$ cat src/hdl/hex_real_ieee_double_converter_macros.svh
// assertion macros for the hex real converter
`ifndef HEX_REAL_IEEE_DOUBLE_CONVERTER_MACROS_SVH
`define HEX_REAL_IEEE_DOUBLE_CONVERTER_MACROS_SVH
`ifndef ASSERT_OFF
`define HRC_ASSERT(label, prop, msg) \
    label: assert property (@(posedge clk) disable iff (!rst_n) (prop)) else $error(msg);
`define HRC_ASSERT_NEXT(label, cond, prop, msg) \
    label: assert property (@(posedge clk) disable iff (!rst_n) (cond) |=> (prop)) \
        else $error(msg);
`else
`define HRC_ASSERT(label, prop, msg)
`define HRC_ASSERT_NEXT(label, cond, prop, msg)
`endif
`endif

$ cat src/hdl/hrc_pkg.sv
package hrc_pkg;

    localparam int FRAC_W = 56;
    localparam int POS_W  = 6;
    localparam int EXP_W  = 12;

    localparam logic [63:0] HEX_MAX_MAG = 64'h7FFF_FFFF_FFFF_FFFF;

    typedef enum logic {
        REQ_HEX_TO_IEEE = 1'b0,
        REQ_IEEE_TO_HEX = 1'b1
    } req_t;

    typedef struct packed {
        logic              valid;
        req_t              req_type;
        logic              sign;
        logic              zero;
        logic [6:0]        e7;
        logic [FRAC_W-1:0] frac;
        logic [POS_W-1:0]  pos;
        logic [63:0]       hex_word;
        logic              flag;
    } s1_t;

    typedef struct packed {
        logic              valid;
        req_t              req_type;
        logic              sign;
        logic              zero;
        logic [EXP_W-1:0]  exp;
        logic [FRAC_W-1:0] norm;
        logic [63:0]       hex_word;
        logic              flag;
    } s2_t;

    // position of the highest set bit, 0 for zero
    function automatic logic [POS_W-1:0] top_bit(input logic [FRAC_W-1:0] f);
        logic [POS_W-1:0] p;
        p = '0;
        for (int i = 0; i < FRAC_W; i++)
        begin
            if (f[i])
                p = POS_W'(i);
        end
        return p;
    endfunction

endpackage

$ cat src/hdl/hrc_decode.sv
module hrc_decode (
    input  logic        clk,
    input  logic        rst_n,
    input  logic        en,
    input  logic        in_valid,
    input  logic        req_type,
    input  logic [63:0] word_in,
    output hrc_pkg::s1_t s1
);
    import hrc_pkg::*;

    hrc_pkg::s1_t s1_reg, s1_next;
    logic [11:0] eb_p1;
    logic [9:0]  q4;
    logic [1:0]  r;
    logic [55:0] hfrac;

    always_comb
    begin
        eb_p1 = {1'b0, word_in[62:52]} + 12'd1;
        q4    = eb_p1[11:2];
        r     = eb_p1[1:0];
        hfrac = {3'b000, 1'b1, word_in[51:0]} << r;
        s1_next.valid    = in_valid;
        s1_next.req_type = req_t'(req_type);
        s1_next.sign     = word_in[63];
        s1_next.e7       = word_in[62:56];
        s1_next.frac     = word_in[55:0];
        s1_next.zero     = (word_in[55:0] == '0);
        s1_next.pos      = top_bit(word_in[55:0]);
        s1_next.flag     = 1'b0;
        // ieee to hex is done here in full
        if (word_in[62:52] == 11'h7FF)
        begin
            s1_next.flag     = 1'b1;
            s1_next.hex_word = {word_in[63], 63'(HEX_MAX_MAG)};
        end
        else if (word_in[62:52] == 11'h000)
        begin
            s1_next.flag     = (word_in[51:0] != '0);
            s1_next.hex_word = '0;
        end
        else if (q4 > 10'd318)
        begin
            s1_next.flag     = 1'b1;
            s1_next.hex_word = {word_in[63], 63'(HEX_MAX_MAG)};
        end
        else if (q4 < 10'd191)
        begin
            s1_next.flag     = 1'b1;
            s1_next.hex_word = '0;
        end
        else
        begin
            s1_next.hex_word = {word_in[63], 7'(q4 - 10'd191), hfrac};
        end
    end

    always_ff @(posedge clk or negedge rst_n)
    begin
        if (!rst_n)
            s1_reg.valid <= 1'b0;
        else if (en)
            s1_reg <= s1_next;
    end

    assign s1 = s1_reg;

endmodule

$ cat src/hdl/hrc_shift.sv
module hrc_shift (
    input  logic         clk,
    input  logic         rst_n,
    input  logic         en,
    input  hrc_pkg::s1_t s1,
    output hrc_pkg::s2_t s2
);
    import hrc_pkg::*;

    s2_t s2_reg, s2_next;

    always_comb
    begin
        s2_next.valid    = s1.valid;
        s2_next.req_type = s1.req_type;
        s2_next.sign     = s1.sign;
        s2_next.zero     = s1.zero;
        // biased double exponent: p + 4*e7 + 711
        s2_next.exp      = EXP_W'(s1.pos) + {3'b000, s1.e7, 2'b00} + EXP_W'(711);
        s2_next.norm     = s1.frac << (POS_W'(FRAC_W - 1) - s1.pos);
        s2_next.hex_word = s1.hex_word;
        s2_next.flag     = s1.flag;
    end

    always_ff @(posedge clk or negedge rst_n)
    begin
        if (!rst_n)
            s2_reg.valid <= 1'b0;
        else if (en)
            s2_reg <= s2_next;
    end

    assign s2 = s2_reg;

endmodule

$ cat src/hdl/hrc_round.sv
module hrc_round (
    input  logic         clk,
    input  logic         rst_n,
    input  logic         en,
    input  hrc_pkg::s2_t s2,
    output logic         out_valid,
    output logic         out_req,
    output logic [63:0]  word_out,
    output logic         range_flag
);
    import hrc_pkg::*;

    logic        valid_reg;
    logic        req_reg, flag_reg, flag_next;
    logic [63:0] word_reg, word_next;
    logic [53:0] q_inc;
    logic        rnd;
    logic [EXP_W-1:0] exp_adj;

    always_comb
    begin
        // ties to even on the three bits below the kept 53
        rnd     = (s2.norm[2:0] > 3'd4) || (s2.norm[2:0] == 3'd4 && s2.norm[3]);
        q_inc   = {1'b0, s2.norm[55:3]} + 54'(rnd);
        exp_adj = s2.exp + EXP_W'(q_inc[53]);
        flag_next = 1'b0;
        if (s2.req_type == REQ_IEEE_TO_HEX)
        begin
            word_next = s2.hex_word;
            flag_next = s2.flag;
        end
        else if (s2.zero)
            word_next = {s2.sign, 63'd0};
        else
            word_next = {s2.sign, exp_adj[10:0], q_inc[53] ? 52'd0 : q_inc[51:0]};
    end

    always_ff @(posedge clk or negedge rst_n)
    begin
        if (!rst_n)
            valid_reg <= 1'b0;
        else if (en)
            valid_reg <= s2.valid;
    end

    always_ff @(posedge clk)
    begin
        if (en)
        begin
            word_reg <= word_next;
            flag_reg <= flag_next;
            req_reg  <= s2.req_type;
        end
    end

    assign out_valid  = valid_reg;
    assign out_req    = req_reg;
    assign word_out   = word_reg;
    assign range_flag = flag_reg;

endmodule

$ cat src/hdl/hex_real_ieee_double_converter.sv
// throughput: one item per cycle; the whole pipe holds while a result is stalled
// stage 1 finds the leading one and does ieee to hex, stage 2 normalizes,
// stage 3 rounds to nearest even and holds the result
// reset: asynchronous, active low, clears the stage valid bits only
`include "hex_real_ieee_double_converter_macros.svh"
module hex_real_ieee_double_converter (
    input  logic        clk,
    input  logic        rst_n,
    input  logic        in_valid,
    output logic        in_stall,
    input  logic        req_type,
    input  logic [63:0] word_in,
    output logic        out_valid,
    input  logic        out_stall,
    output logic [63:0] word_out,
    output logic        range_flag
);
    import hrc_pkg::*;

    s1_t  s1;
    s2_t  s2;
    logic en;
    logic out_req;
    logic range_word_ok;

    assign en       = !(out_valid && out_stall);
    assign in_stall = !en;

    // out of range gives zero or the largest magnitude
    assign range_word_ok = (word_out == 64'd0) || (word_out[62:0] == 63'(HEX_MAX_MAG));

    hrc_decode u_decode (
        .clk      (clk),
        .rst_n    (rst_n),
        .en       (en),
        .in_valid (in_valid),
        .req_type (req_type),
        .word_in  (word_in),
        .s1       (s1)
    );

    hrc_shift u_shift (
        .clk   (clk),
        .rst_n (rst_n),
        .en    (en),
        .s1    (s1),
        .s2    (s2)
    );

    hrc_round u_round (
        .clk        (clk),
        .rst_n      (rst_n),
        .en         (en),
        .s2         (s2),
        .out_valid  (out_valid),
        .out_req    (out_req),
        .word_out   (word_out),
        .range_flag (range_flag)
    );

    `HRC_ASSERT(a_flag_dir, !(out_valid && range_flag) || out_req, "flag on hex to ieee")
    `HRC_ASSERT_NEXT(a_advance, s2.valid && en, out_valid, "stage 2 item lost")
    `HRC_ASSERT(a_flag_word, !(out_valid && range_flag) || range_word_ok, "bad range result")

endmodule

$ cat config.mk
export PLATFORM = sky130hd
export DESIGN_NAME = hex_real_ieee_double_converter
export DESIGN_NICKNAME = d
export VERILOG_FILES = /design/src/hdl/hrc_pkg.sv /design/src/hdl/hrc_decode.sv /design/src/hdl/hrc_shift.sv /design/src/hdl/hrc_round.sv /design/src/hdl/hex_real_ieee_double_converter.sv
export VERILOG_INCLUDE_DIRS = /design/src /design/src/hdl
export SDC_FILE = /design/constraint.sdc
export NUM_CORES = 1
export LEC_CHECK = 0
export ABC_AREA = 1
export BUFFER_PORTS_ARGS = -buffer_cell sky130_fd_sc_hd__buf_2
export CAP_MARGIN = 25
export CORE_ASPECT_RATIO = 0.75
export CORE_MARGIN = 5
export CORE_UTILIZATION = 60
export CTS_CLUSTER_DIAMETER = 30
export CTS_CLUSTER_SIZE = 20
export DETAILED_ROUTE_END_ITERATION = 12
export GPL_TIMING_DRIVEN = 1
export PLACE_DENSITY_LB_ADDON = 0.12
export SYNTH_ARGS = -nofsm -noshare
export SYNTH_HDL_FRONTEND = slang
export SYNTH_HIERARCHICAL = 1
export SYNTH_SLANG_ARGS = --single-unit
export TNS_END_PERCENT = 100
$ cat constraint.sdc
create_clock -name clk -period 10.03 [get_ports clk]
set_clock_uncertainty 0.2 [all_clocks]
set_input_delay 2.006 -clock clk [delete_from_list [all_inputs] [get_ports clk]]
set_output_delay 2.006 -clock clk [all_outputs]
set_load 0.02 [all_outputs]
Word-level counts from Yosys, hierarchy flattened
Cells that the tools add are included.
{ "totals": {"reg_bits": 340, "word_cells": 113} }
{ "op_classes": {"bitwise": 1, "add_sub_neg": 7, "mux": 62, "magnitude_cmp": 3, "eq_ne": 2, "n_shift": 2, "reduce_logical": 11} }
{ "ops": {"columns": ["op", "count"], "rows": [
  ["$mux W65", 3],
  ["$mux W6", 30],
  ["$mux W64", 2],
  ["$mux W5", 16],
  ["$mux W63", 1],
  ["$logic_not A56 Y1", 1],
  ["$shl A53 B2 Y56", 1],
  ["$shl A56 B6 Y56", 1],
  ["$add A53 B1 Y54", 1],
  ["$mux W52", 1],
  ["$reduce_bool A52 Y1", 1],
  ["$reduce_or A24 Y1", 1],
  ["$add A11 B1 Y12 const B", 1],
  ["$mux W3", 4],
  ["$add A10 B10 Y11 const B", 1],
  ["$add A11 B1 Y11", 1],
  ["$eq A11 B11 Y1 const B", 1],
  ["$logic_not A11 Y1", 1],
  ["$add A6 B9 Y10", 1],
  ["$gt A10 B9 Y1 const B", 1],
  ["$lt A10 B8 Y1 const B", 1],
  ["$reduce_or A8 Y1", 1],
  ["$sub A7 B6 Y7 const B", 1],
  ["$sub A6 B6 Y6 const A", 1],
  ["other kinds (10)", 14]
]} }

Longest topological paths before layout
{ "logic_depth": {"word_depth": 54, "depth_mapped": 53} }

Cells and area by module
The synthesis kept the hierarchy.
{ "by_module_without_submodules": {"columns": ["mod", "area_each_um2", "seq_area_each_um2", "cells_each", "instances"], "rows": [
  ["hrc_shift", 8136.6, 4078.9, 966, 1],
  ["hrc_decode", 6900.4, 4139.0, 717, 1],
  ["hrc_round", 4634.4, 2006.9, 630, 1],
  ["hex_real_ieee_double_converter", 10.0, 0.0, 2, 1]
]} }

Worst setup path before layout
OpenSTA, ideal clock, no wires.
{ "synth_timing": {"kind": "input port to flip-flop", "from": "input port out_stall", "to": "register u_decode.s1_reg, in the netlist u_decode/s1[0] (enable)", "path_buffers": 0, "required_ns": 9.341, "path_stages": 3, "t_arrival_ns": 5.666, "path_slack_ns": 3.675, "cell_sequence": "nand2_2 > nand2_1 > inv_1"} }
{ "synth_between": {"elab_chain_len": 3} }
{ "synth_rtl": {"columns": ["element", "line", "source"], "rows": [
  ["from (decl)", "hex_real_ieee_double_converter.sv:14", "input logic out_stall,"],
  ["$logic_and A1 B1 Y1", "hex_real_ieee_double_converter.sv:26", "assign en = !(out_valid && out_stall);"],
  ["$not A1 Y1 (no line)", null, null],
  ["$reduce_and A2 Y1 (no line)", null, null],
  ["to (signal assigned)", "hrc_decode.sv:64", "s1_reg <= s1_next;"],
  ["to (decl)", "hrc_decode.sv:12", "hrc_pkg::s1_t s1_reg, s1_next;"]
]} }
No other way between the ends.
A chain may end at the register's enable or synchronous reset.

==> run_results.csv <==
group,metric,value,unit
clock_tree,clkSinkCount,340,
critical_path,crit_family,"simple AND/OR/NAND/NOR gates",
die,die-height,167,um
placement,io_buffers,135,
grt,grt-ovfl-total,0,
die,die_area,36500,um^2
detailed_routing,first_pass_iters,6,
logic_synthesis,yosys_warnings,6,
sta,max_freq,175,MHz
clock_tree,cts.reportedPaths.clkPinSlew,0.05,ns
power_and_ir_drop,switching_share,0.335,
power_and_ir_drop,power.internal,3.40,mW
detailed_routing,detail-route-antenna-nets,0,
finish,nets,2500,
sta,drv_slew,0,
sta,rsz0062_at_grt,"false",
sta,finalCriticalPeriod,5.71,ns
run,maxCapViolCount,0,
power_and_ir_drop,sequentialPowerShare,0.408,
finish,regArea,10200,um^2
placement,post-dp-hpwl,44400,um
die,rows,57,
logic_synthesis,synth_cells,2312,
grt,track_usage,0.326,
power_and_ir_drop,pwr-share-comb,0.225,
detailed_routing,drc,0,
critical_path,critical_path_buf_inv_count,5,
finish,area_growth,13.9,%
sta,tightest_slew,1.02,ns
critical_path,cp_cell_sequence,"buf_2 -> buf_4 -> ha_1 -> nand4_1 -> or2_1 -> nor2_1 -> nand2_1 -> nor3_1 -> xor2_1 -> nor2_2 -> buf_4 -> nand2_1 -> inv_2 -> nand2_1 -> nand2_1 -> inv_1",
detailed_routing,totalWireLength,60000,um
grt,grt_max_degree,109,
detailed_routing,vias,17500,
finish,filler_cell_count,2637,
die,core_area,32400,um^2
critical_path,critPathRequiredTime,10.18,ns
critical_path,crit_start,"word_in[52]",
finish,multi_input_area,8290,um^2
die,pin_count,136,
min_path,hp-class,"flip-flop to flip-flop",
power_and_ir_drop,leakage,9.33,nW
clock_tree,cts_resized,0,
power_and_ir_drop,powerDensity,229,nW/um^2
power_and_ir_drop,power_frac_clock,0.367,
clock_tree,cts.path.max_buffers,3,
finish,finalNonFillerCells,2899,
run_status,status,"finished, final reports clean",
clock_tree,htreeDepth,2,
clock_tree,cts-root-buf,"clkbuf_16",
die,die_w,219,um
min_path,holdCritStartpoint,"u_decode/s1[135]$_DFFE_PP_",
die,start_util,0.607,
finish,antenna_cells,0,
placement,dp_worst_setup_slack,3.79,ns
detailed_routing,dr.first_iter.drc_count,2663,
logic_synthesis,syn_area,19600,um^2
clock_tree,worstSkewPairLatency,0.60,ns
sta,slew_headroom,0.317,
clock_tree,numCtsBuffers,58,
clock_tree,holdBufCountCts,0,
critical_path,crit_slowest_cell,"buf_4",
sta,timing.final.crit_share,0.569,
logic_synthesis,syn_nets,2403,
critical_path,cp_data_arrival_time,5.86,ns
finish,largest_register_ffs,138,
critical_path,crit_type,"primary input to flip-flop",
critical_path,critPathLaunchType,"primary input",
critical_path,path_common_cell,"nand2_1",
power_and_ir_drop,ir_worst_vdd,0.000175,V
grt,grt_pass1_wl,92100,um
critical_path,end_kind,"flip-flop",
grt,antenna_found_initial,6,
critical_path,critPathMaxFanout,108,
detailed_routing,routed_via_density,6.05,
sta,final.setup.tns,0,ns
placement,place.gp.congestion,0.973,
sta,finalHoldViolCount,0,
clock_tree,postCtsSetupRepairBufs,0,
placement,dp.cells,2789,
clock_tree,tritoncts,"yes",
critical_path,r2r-start,"u_decode/s1[67]$_SDFFCE_PP1P_",
finish,drive_above_1_share,0.131,
logic_synthesis,avgSynthCellArea,8.49,um^2
detailed_routing,routedWlPerCell,20.7,um
critical_path,critical_path.max_stage_delay,0.71,ns
grt,first_global_vias,15800,
power_and_ir_drop,switchingPower,1.71,mW
sta,setup_violations,0,
sta,setup_ws,4.32,ns
==> routing by layer <==
layer | global-route usage | share of wire | vias up
met4 | 0.0636 | 0.016 | 6
met1 | 0.514 | 0.43 | 8184
met2 | 0.470 | 0.43 | 1080
met3 | 0.0695 | 0.12 | 95
li1 | - | - | 8171
met5 | 0 | 0.00065 | -
==> metrics by stage <==
stage / area, um^2 / hold WS [ns] / utilization / total power, mW
6_report: 22400 / 0.217 / 0.691 / 5.11
5_1_grt: 22400 / 0.221 / 0.691 / 5.33
4_1_cts: 22300 / 0.217 / 0.689 / 5.10
3_5_place_dp: 20400 / 0.205 / 0.631 / 3.22
3_3_place_gp: 20400 / 0.202 / 0.630 / 3.20
2_1_floorplan: 19600 / 0.200 / - / 2.83
==> worst paths after layout <==
kind	to	slack [ns]	cells past startpoint
max reg2reg	u_shift/s2[128]$_DFFE_PP_	6.54	10
min	u_shift/s2[134]$_DFFE_PP_	0.22	0
max in group asynchronous	u_decode/s1[137]$_DFFE_PN0P_	8.42	1
min in group asynchronous	u_shift/s2[136]$_DFFE_PN0P_	1.04	1
max	u_decode/s1[64]$_DFFE_PP_	4.32	16
min reg2reg	u_shift/s2[134]$_DFFE_PP_	0.22	0
==> worst reg2reg max path, cell delays in order (launching register included) <==
cell and delay [ns]:
edfxtp_1 0.32, buf_4 0.49, inv_2 0.55, ha_1 0.49
inv_1 0.07, fa_1 0.43, nand3_1 0.10, nand3_1 0.14
a21o_1 0.19, a21oi_1 0.15, xnor2_1 0.11
==> final cells by class <==
cell class,instances,share of cell area
inverter,136,0.0247
timing repair buffer,156,0.0394
sequential,340,0.456
clock inverter,45,0.0178
multi-input combinational,1717,0.371
tap,442,0.0247
clock buffer,63,0.0667
==> layout by cell type, fill, tap and decap left out, drive strengths merged, types with 23 or more instances in the layout <==
cell and n:
nand3 390, nand2 727, a21oi 31, nand4 36, inv 139, nor2 237
buf 156, xor2 23, edfxtp 337, o21ai 113, clkbuf 63, clkinv 28
o311ai 40
==> power groups by stage <==
stage | clock network, mW | registers (mW) | logic [mW]
4_1_cts | 1.89 | 2.08 | 1.12
5_1_grt | 1.97 | 2.11 | 1.25
2_1_floorplan | 0 | 2.18 | 0.650
6_report | 1.88 | 2.09 | 1.15
3_3_place_gp | 0 | 2.11 | 1.09
3_5_place_dp | 0 | 2.11 | 1.11
Power figures use the tool's default switching activity.
